### src/rtl/sdtd_pkg.sv
package sdtd_pkg;

    localparam int WindowLenDef = 256;
    localparam int BlockLenDef  = 32;

    localparam int SampleW  = 8;
    localparam int GainW    = 31;
    localparam int CfgIdxW  = 3;
    localparam int CfgDataW = 64;
    localparam int DecimW   = 8;
    localparam int BcW      = 8;
    localparam int StateW   = 32;
    localparam int CombW    = 18;
    localparam int MulW     = 33;
    localparam int ProdW    = 2 * MulW;
    localparam int WsumW    = 35;
    localparam int SqW      = 64;
    localparam int MagW     = 32;
    localparam int DiffW    = 34;
    localparam int NumRes   = 6;
    localparam int ResIdxW  = 3;

    typedef enum logic [2:0] {
        MUL_BRSR = 3'd0,
        MUL_BISI = 3'd1,
        MUL_BRSI = 3'd2,
        MUL_BISR = 3'd3,
        MUL_CRR  = 3'd4,
        MUL_CII  = 3'd5
    } t_mul;

    typedef enum logic [CfgIdxW-1:0] {
        CFG_COMB_GAIN   = 3'd0,
        CFG_LOW_BELOW   = 3'd1,
        CFG_LOW_CENTER  = 3'd2,
        CFG_LOW_ABOVE   = 3'd3,
        CFG_HIGH_BELOW  = 3'd4,
        CFG_HIGH_CENTER = 3'd5,
        CFG_HIGH_ABOVE  = 3'd6,
        CFG_DECIMATION  = 3'd7
    } t_cfg_idx;

    typedef struct packed {
        logic               take;
        logic               comb;
        t_mul               mul_sel;
        logic               acc_load;
        logic               re_calc;
        logic               im_calc;
        logic               sq_start;
        logic               mag_store;
        logic               finish;
        logic [ResIdxW-1:0] k;
        logic               tone;
    } t_cmd;

    typedef struct packed {
        logic sqrt_busy;
        logic out_free;
    } t_sts;

endpackage

### src/rtl/sdtd_ctrl.sv
module sdtd_ctrl import sdtd_pkg::*; (
    input  logic i_clk,
    input  logic i_rst_n,
    input  logic i_in_valid,
    input  t_sts i_sts,
    output logic o_idle,
    output t_cmd o_cmd
);

    typedef enum logic [5:0] {
        S_IDLE = 6'b000001,
        S_COMB = 6'b000010,
        S_RES  = 6'b000100,
        S_MAG  = 6'b001000,
        S_SQRT = 6'b010000,
        S_FIN  = 6'b100000
    } t_state;

    localparam logic [2:0]         StepLast = 3'd4;
    localparam logic [ResIdxW-1:0] ResLast  = ResIdxW'(NumRes - 1);

    t_state             r_state, n_state;
    logic [ResIdxW-1:0] r_k, n_k;
    logic [2:0]         r_s, n_s;
    logic [1:0]         r_m, n_m;
    logic               r_t, n_t;

    always_comb begin
        n_state = r_state;
        n_k     = r_k;
        n_s     = r_s;
        n_m     = r_m;
        n_t     = r_t;
        o_cmd           = '0;
        o_cmd.mul_sel   = MUL_BRSR;
        o_cmd.k         = r_k;
        o_cmd.tone      = r_t;
        case (r_state)
            S_IDLE: begin
                if (i_in_valid) begin
                    o_cmd.take = 1'b1;
                    n_state    = S_COMB;
                end
            end
            S_COMB: begin
                o_cmd.comb = 1'b1;
                n_k        = '0;
                n_s        = '0;
                n_state    = S_RES;
            end
            S_RES: begin
                case (r_s)
                    3'd0: o_cmd.mul_sel = MUL_BRSR;
                    3'd1: begin
                        o_cmd.mul_sel  = MUL_BISI;
                        o_cmd.acc_load = 1'b1;
                    end
                    3'd2: begin
                        o_cmd.mul_sel = MUL_BRSI;
                        o_cmd.re_calc = 1'b1;
                    end
                    3'd3: begin
                        o_cmd.mul_sel  = MUL_BISR;
                        o_cmd.acc_load = 1'b1;
                    end
                    default: o_cmd.im_calc = 1'b1;
                endcase
                if (r_s == StepLast) begin
                    n_s = '0;
                    if (r_k == ResLast) begin
                        n_t     = 1'b0;
                        n_m     = '0;
                        n_state = S_MAG;
                    end else begin
                        n_k = r_k + ResIdxW'(1);
                    end
                end else begin
                    n_s = r_s + 3'd1;
                end
            end
            S_MAG: begin
                case (r_m)
                    2'd0: o_cmd.mul_sel = MUL_CRR;
                    2'd1: begin
                        o_cmd.mul_sel  = MUL_CII;
                        o_cmd.acc_load = 1'b1;
                    end
                    default: begin
                        o_cmd.sq_start = 1'b1;
                        n_state        = S_SQRT;
                    end
                endcase
                n_m = r_m + 2'd1;
            end
            S_SQRT: begin
                if (!i_sts.sqrt_busy) begin
                    o_cmd.mag_store = 1'b1;
                    if (r_t) begin
                        n_state = S_FIN;
                    end else begin
                        n_t     = 1'b1;
                        n_m     = '0;
                        n_state = S_MAG;
                    end
                end
            end
            S_FIN: begin
                if (i_sts.out_free) begin
                    o_cmd.finish = 1'b1;
                    n_state      = S_IDLE;
                end
            end
            default: n_state = S_IDLE;
        endcase
    end

    always_ff @(posedge i_clk) begin
        if (!i_rst_n) begin
            r_state <= S_IDLE;
            r_k     <= '0;
            r_s     <= '0;
            r_m     <= '0;
            r_t     <= 1'b0;
        end else begin
            r_state <= n_state;
            r_k     <= n_k;
            r_s     <= n_s;
            r_m     <= n_m;
            r_t     <= n_t;
        end
    end

    assign o_idle = (r_state == S_IDLE);

`ifndef ASSERT_OFF
    a_fin_free: assert property (@(posedge i_clk) disable iff (!i_rst_n)
        o_cmd.finish |-> i_sts.out_free)
        else $error("result loaded while output register occupied");

    a_sq_idle: assert property (@(posedge i_clk) disable iff (!i_rst_n)
        o_cmd.sq_start |-> !i_sts.sqrt_busy)
        else $error("square root restarted while busy");

    a_take_comb: assert property (@(posedge i_clk) disable iff (!i_rst_n)
        o_cmd.take |=> o_cmd.comb)
        else $error("comb step did not follow sample transfer");

    a_store_busy: assert property (@(posedge i_clk) disable iff (!i_rst_n)
        o_cmd.sq_start |=> i_sts.sqrt_busy)
        else $error("square root did not start");
`endif

endmodule

### config.mk
export PLATFORM = sky130hd
export DESIGN_NAME = sdtd_ctrl
export DESIGN_NICKNAME = d
export VERILOG_FILES = /design/src/rtl/sdtd_pkg.sv /design/src/rtl/sdtd_ctrl.sv
export SDC_FILE = /design/constraint.sdc
export NUM_CORES = 1
export LEC_CHECK = 0
export BUFFER_PORTS_ARGS = -buffer_cell sky130_fd_sc_hd__buf_2
export CORE_MARGIN = 2
export CORE_UTILIZATION = 45
export CTS_CLUSTER_DIAMETER = 30
export DETAILED_ROUTE_END_ITERATION = 10
export PLACE_DENSITY = 0.65
export SLEW_MARGIN = 20
export SYNTH_ARGS = -nofsm -noshare
export SYNTH_HDL_FRONTEND = slang
export SYNTH_SLANG_ARGS = --single-unit
### constraint.sdc
create_clock -name i_clk -period 2 [get_ports i_clk]
set_input_delay 0.6 -clock i_clk [delete_from_list [all_inputs] [get_ports i_clk]]
set_output_delay 0.6 -clock i_clk [all_outputs]
set_load 0.01 [all_outputs]
==> results.yml, run 1 <==
power:
  power.clock.fraction_pct: 19.7
  power.internal_w: 0.0006236
  p_sw_share_pct: 30.12
  p_leak_nw: 0.6817
  seq_power_share_pct: 37.9
  p_sw_w: 0.0002688
  comb_power_share_pct: 42.4
  power_density_mw_per_mm2: 559.8
  irDropWorstVdd_v: 0.0004800
worst_setup_path:
  crit_fanout: 3
  crit_path_end_kind: "primary output"
  crit_type: "reg -> out"
  cp_data_arrival_time_ns: 1.70
  cp-start-kind: "flop"
  critPathRequiredTime_ns: 1.40
clocking:
  cts_buffer_depth: 2
  cts_tree: "built"
  h-tree-depth: 1
  clock_latency_ns: 0.29
  root_buffer: "clkbuf_4"
  clk_pin_slew_ns: 0.09
  clkSinkCount: 15
  cts_buffers: 3
  cts_hold_buf: 0
global_routing:
  grt_max_degree: 18
  antenna_found_initial: 0
  grt_pass1_vias: 1049
  grt_pass1_wl_mm: 4.643
  grt_use_total_pct: 23.57
  overflow: 0
synth:
  synth.area.top_cells: "dfxtp_1, ha_1, nor4_4, nand4_1, nor2b_1"
  yosys.area.top_type: "dfxtp_1"
  synth_cell_types: 44
  async_flop_share_pct: 0
  synth_nets: 132
  synth.most_common_cell: "dfxtp_1"
  synthFlopType: "dfxtp_1"
  yosysSeqAreaShare_pct: 29.27
  ys_warn_count: 0
  syn_avg_cell_area_um2: 8.695
  netlist_area_mm2: 0.001026
  synth_top_area_share_pct: 29.27
  synthTopCellsByCount: "dfxtp_1, ha_1, inv_1"
  ys_seq_elements: 15
  synth_edf_count: 0
  synthCells: 118
floorplanning:
  start_util_pct: 46.83
  dieHeight_um: 51.75
  core_area_mm2: 0.002191
  pin_count: 21
  num_rows: 17
  die_width_um: 51.75
  dieArea_mm2: 0.002678
drt:
  drc: 0
  route.antenna.remaining_nets: 0
  firstDrtPassIters: 4
  drt_iter0_drc: 17
  vias: 1100
  drt-vias-per-instance: 5.612
  drt-wirelength-per-cell_um: 14.54
  wl_mm: 2.850
sta:
  maxSlewViolCount: 0
  fmax_mhz: 434.5
  layout_setup_ws_ns: -0.3013
  period_needed_ns: 2.301
  worst_slew_pin_slew_ns: 0.3684
  finalHoldViolCount: 0
  fin_worst_skew_ns: 0.0007856
  setup_viol: 12
  rsz0062_at_grt: "yes"
  hold_ws_ns: 0.5009
  min_period_over_period_pct: 115.1
  slew_headroom_pct: 75.25
status:
  run_status: "finished with violations"
  violations: "negative setup slack"
cells_and_area:
  nets: 183
  layout-drive-gt1-share_pct: 52.38
  area_growth_pct: 55.37
  utilization_pct: 72.76
  num_antenna_cells: 0
  fillers: 173
placed_design:
  pre_cts_slack_ns: -0.01595
  gp_congestion: 0.8320
  dp.final_hpwl_mm: 1.898
  io_buffers: 20
flow_run:
  maxCapViolCount: 0
hold_path:
  hold_path_class: "reg -> reg"
[through the flow]
step                      area (µm²)  TNS [ns]  total power, W  std cells
final                           1594    -2.159       0.0008924        196
after global routing            1594    -2.782       0.0009321        196
after CTS                       1451    -1.788       0.0008101        191
after detailed placement        1242  -0.01595       0.0005365        175
after global placement          1242         0       0.0005318        175
after floorplan                 1031         0       0.0004576        118
[final timing paths]
kind / start / end / slack, ns / depth (start not counted)
worst max register to register: r_state[4] / r_s[0] / 0.08 / 9
worst min-delay path: r_s[0] / r_s[0] / 0.50 / 2
worst max-delay path: r_state[4] / o_cmd[14] / -0.30 / 4
worst min register to register: r_s[0] / r_s[0] / 0.50 / 2
[critical path, cell delays in order, from the launching register on]
cell,delay (ns)
dfxtp_4,0.36
or4b_4,0.55
nor3_4,0.23
and2_4,0.18
buf_6,0.09
[cell families after synthesis]
family | after synthesis | synth area share, %
xor+xnor | 1 | 0.8538
fa+ha+maj | 9 | 10.98
flops | 15 | 29.27
mux | 1 | 0.9756
buf+inv | 12 | 4.999
compound gates | 24 | 17.56
simple gates | 56 | 35.37
[routing by layer]
metal,vias up,GRT usage [%],routed length [µm]
met1,527,27.68,1215
li1,543,-,-
met5,-,0,0
met3,4,5.747,124
met2,26,41.45,1468
met4,0,8.333,42
[layout make-up]
class	instances	area (µm²)	share of cell area, %
Inverter	8	30.03	1.884
Timing Repair Buffer	50	385.4	24.18
Multi-Input combinational cell	91	798.3	50.08
Tap cell	28	35.03	2.198
Clock buffer	4	26.28	1.648
Sequential cell	15	319.1	20.02
[flip-flops by register name, indices dropped and copies added (netlist names)]
signal / count
r_state: 6
r_s: 3
r_m: 2
r_t: 1
r_k: 3
[layout by cell type, fill, tap and decap left out, types with 2 or more instances in the layout]
cell type | netlist | layout
nor3_4 | 0 | 2
clkbuf_4 | 0 | 3
or3_1 | 3 | 2
inv_1 | 8 | 7
o2bb2ai_2 | 0 | 2
dfxtp_1 | 15 | 8
nor4_4 | 2 | 2
a21oi_2 | 0 | 2
and2_4 | 0 | 3
or4b_4 | 2 | 2
o21ai_0 | 2 | 2
nor3b_1 | 2 | 2
nor3_1 | 5 | 2
and3_1 | 3 | 3
dfxtp_2 | 0 | 3
ha_1 | 9 | 8
a21boi_1 | 2 | 2
nand4_1 | 5 | 5
nand3_1 | 6 | 6
and2_1 | 4 | 2
nor2_4 | 0 | 3
nand2_1 | 7 | 5
a41oi_1 | 2 | 2
o21ai_1 | 3 | 3
buf_2 | 1 | 14
buf_4 | 1 | 24
buf_6 | 0 | 12
nor2b_1 | 5 | 3
nor2_1 | 5 | 2
nor2b_4 | 0 | 2
dfxtp_4 | 0 | 4
[repair_timing]
item | 4_1_cts | 5_1_grt
setup endpoints to repair | 12 | 13
resized for setup | 29 | 24
buffers inserted | 12 | 5
pin swaps | 10 | 9
[power by group through the flow]
stage	Sequential, W	Combinational (W)	Clock [W]
3_3_place_gp	0.000338	0.000194	0
5_1_grt	0.000339	0.000400	0.000193
3_5_place_dp	0.000338	0.000198	0
6_report	0.000338	0.000379	0.000176
2_1_floorplan	0.000338	0.000120	0
4_1_cts	0.000335	0.000293	0.000181
Note: power is estimated with default switching activity, not from simulation.
==> run 2: changes to the inputs <==
--- a/config.mk
+++ b/config.mk
@@ -11,6 +11,7 @@
 export CTS_CLUSTER_DIAMETER = 30
 export DETAILED_ROUTE_END_ITERATION = 10
 export PLACE_DENSITY = 0.65
+export SKIP_LAST_GASP = 1
 export SLEW_MARGIN = 20
 export SYNTH_ARGS = -nofsm -noshare
 export SYNTH_HDL_FRONTEND = slang
==> results.yml, run 2 (same netlist as run 1, synthesis figures left out) <==
power:
  power.clock.fraction_pct: 19.7
  power.internal_w: 0.0006235
  p_leak_nw: 0.6827
  irDropWorstVdd_v: 0.0004799
  comb_power_share_pct: 42.4
  p_total_w: 0.0008923
  p_sw_share_pct: 30.12
  power_density_mw_per_mm2: 560.6
  seq_power_share_pct: 37.9
  p_sw_w: 0.0002688
sta:
  layout_setup_ws_ns: -0.3013
  period_needed_ns: 2.301
  maxSlewViolCount: 0
  rsz0062_at_grt: "yes"
  slew_headroom_pct: 75.25
  setup_tns_ns: -2.157
  fin_worst_skew_ns: 0.0008002
  fmax_mhz: 434.5
  worst_slew_pin_slew_ns: 0.3684
  setup_viol: 12
  min_period_over_period_pct: 115.1
  finalHoldViolCount: 0
flow_run:
  maxCapViolCount: 0
cells_and_area:
  largest_register: "r_state"
  num_antenna_cells: 0
  final_common_cell: "buf_4"
  utilization_pct: 72.64
  nets: 183
  largest_reg_flops: 6
  area_growth_pct: 55.12
  reg_top3: "r_state: 6 flops, r_k: 3 flops, r_s: 3 flops"
  mostFrequentLayoutCells: "buf_4, buf_2, buf_6"
  stdcell_count: 196
  layout-drive-gt1-share_pct: 51.79
clocking:
  cts_buffer_depth: 2
  clkSinkCount: 15
  cts_hold_buf: 0
  clk_pin_slew_ns: 0.09
  cts_buffers: 3
  h-tree-depth: 1
  clock_latency_ns: 0.29
  root_buffer: "clkbuf_4"
  cts_tree: "built"
worst_setup_path:
  max_stage_delay_ns: 0.55
  critPathRequiredTime_ns: 1.40
  cp_data_arrival_time_ns: 1.70
  cpMaxStageDelayCell: "or4b_4"
  crit_type: "reg -> out"
  crit_fanout: 3
  worstPathCellList: "or4b_4 > nor3_4 > and2_4 > buf_6"
  cp-start-kind: "flop"
  crit_path_end_kind: "primary output"
  path_delay_family: "simple AND/OR/NAND/NOR gates"
  cp_num_buf_inv: 1
drt:
  drt-wirelength-per-cell_um: 14.57
  drc: 0
  highest_layer: "met4"
  met1_length_mm: 1.221
  drt_iter0_drc: 17
  wl_mm: 2.856
  dr_wl_met3_um: 118
  firstDrtPassIters: 4
  vias: 1102
  route.antenna.remaining_nets: 0
  drt-vias-per-instance: 5.622
  dr_wl_met2_mm: 1.473
floorplanning:
  num_rows: 17
  dieArea_mm2: 0.002678
  start_util_pct: 46.83
  pin_count: 21
  core_area_mm2: 0.002191
  dieHeight_um: 51.75
  die_width_um: 51.75
status:
  violations: "negative setup slack"
  run_status: "finished with violations"
global_routing:
  overflow: 0
  grt_pass1_wl_mm: 4.574
  grt_max_degree: 18
  grt_use_total_pct: 23.21
  grt_pass1_vias: 1026
  antenna_found_initial: 0
placed_design:
  gp_congestion: 0.8320
  io_buffers: 20
  dpl.cell_count: 175
  dp.final_hpwl_mm: 1.898
hold_path:
  hold_path_class: "reg -> reg"
## run 2: cell counts in the layout (fill, tap and decap cells not counted)
Identical to the previous run, type by type.
## run 2: layer usage
metal	GRT usage, %	vias to the layer above
met1	27.68	530
met3	5.747	4
met5	0	-
met2	40.17	26
met4	8.333	0
li1	-	542
## run 2: repair_timing
action                     4_1_cts  5_1_grt
buffers inserted                12        5
resized for setup               25       27
pin swaps                       10        9
setup endpoints to repair       12       13
## run 2: through the flow
| step | worst slack (ns) | instance area [µm²] | hold slack, ns |
|---|---|---|---|
| CTS | -0.2828 | 1443 | 0.5153 |
| floorplan | 0.03574 | 1031 | 0.4727 |
| finish | -0.3013 | 1592 | 0.5003 |
| detailed placement | -0.01595 | 1242 | 0.5007 |
| global placement | 0.01496 | 1242 | 0.4832 |
| global route | -0.3298 | 1592 | 0.5367 |
## run 2: path summary, 6_finish.rpt
check / from / slack (ns) / endpoint / cells past startpoint
max: r_state[4] / -0.30 / o_cmd[14] / 4
min: r_s[0] / 0.50 / r_s[0] / 2
max reg2reg: r_state[4] / 0.08 / r_s[0] / 9
min reg2reg: r_s[0] / 0.50 / r_s[0] / 2
## run 2: layout make-up
cell class | instances | area [µm²]
multi-input combinational | 91 | 795.8
fill | 172 | 599.3
timing repair buffer | 50 | 385.4
sequential | 15 | 319.1
tap | 28 | 35.03
inverter | 8 | 30.03
clock buffer | 4 | 26.28
## run 2: worst register-to-register path: cells and delay by family (launching register included)
kind                   cells  cell delay (ns)
buffers and inverters      5             0.70
AO/OA/AOI/OAI              1             0.12
flip-flops                 1             0.36
AND/OR/NAND/NOR            3             0.69
## run 2: power groups by stage
stage               clock network, W  logic (W)  registers, W
global route                0.000193   0.000400      0.000339
floorplan                          0   0.000120      0.000338
global placement                   0   0.000194      0.000338
detailed placement                 0   0.000198      0.000338
CTS                         0.000181   0.000290      0.000335
finish                      0.000176   0.000379      0.000338
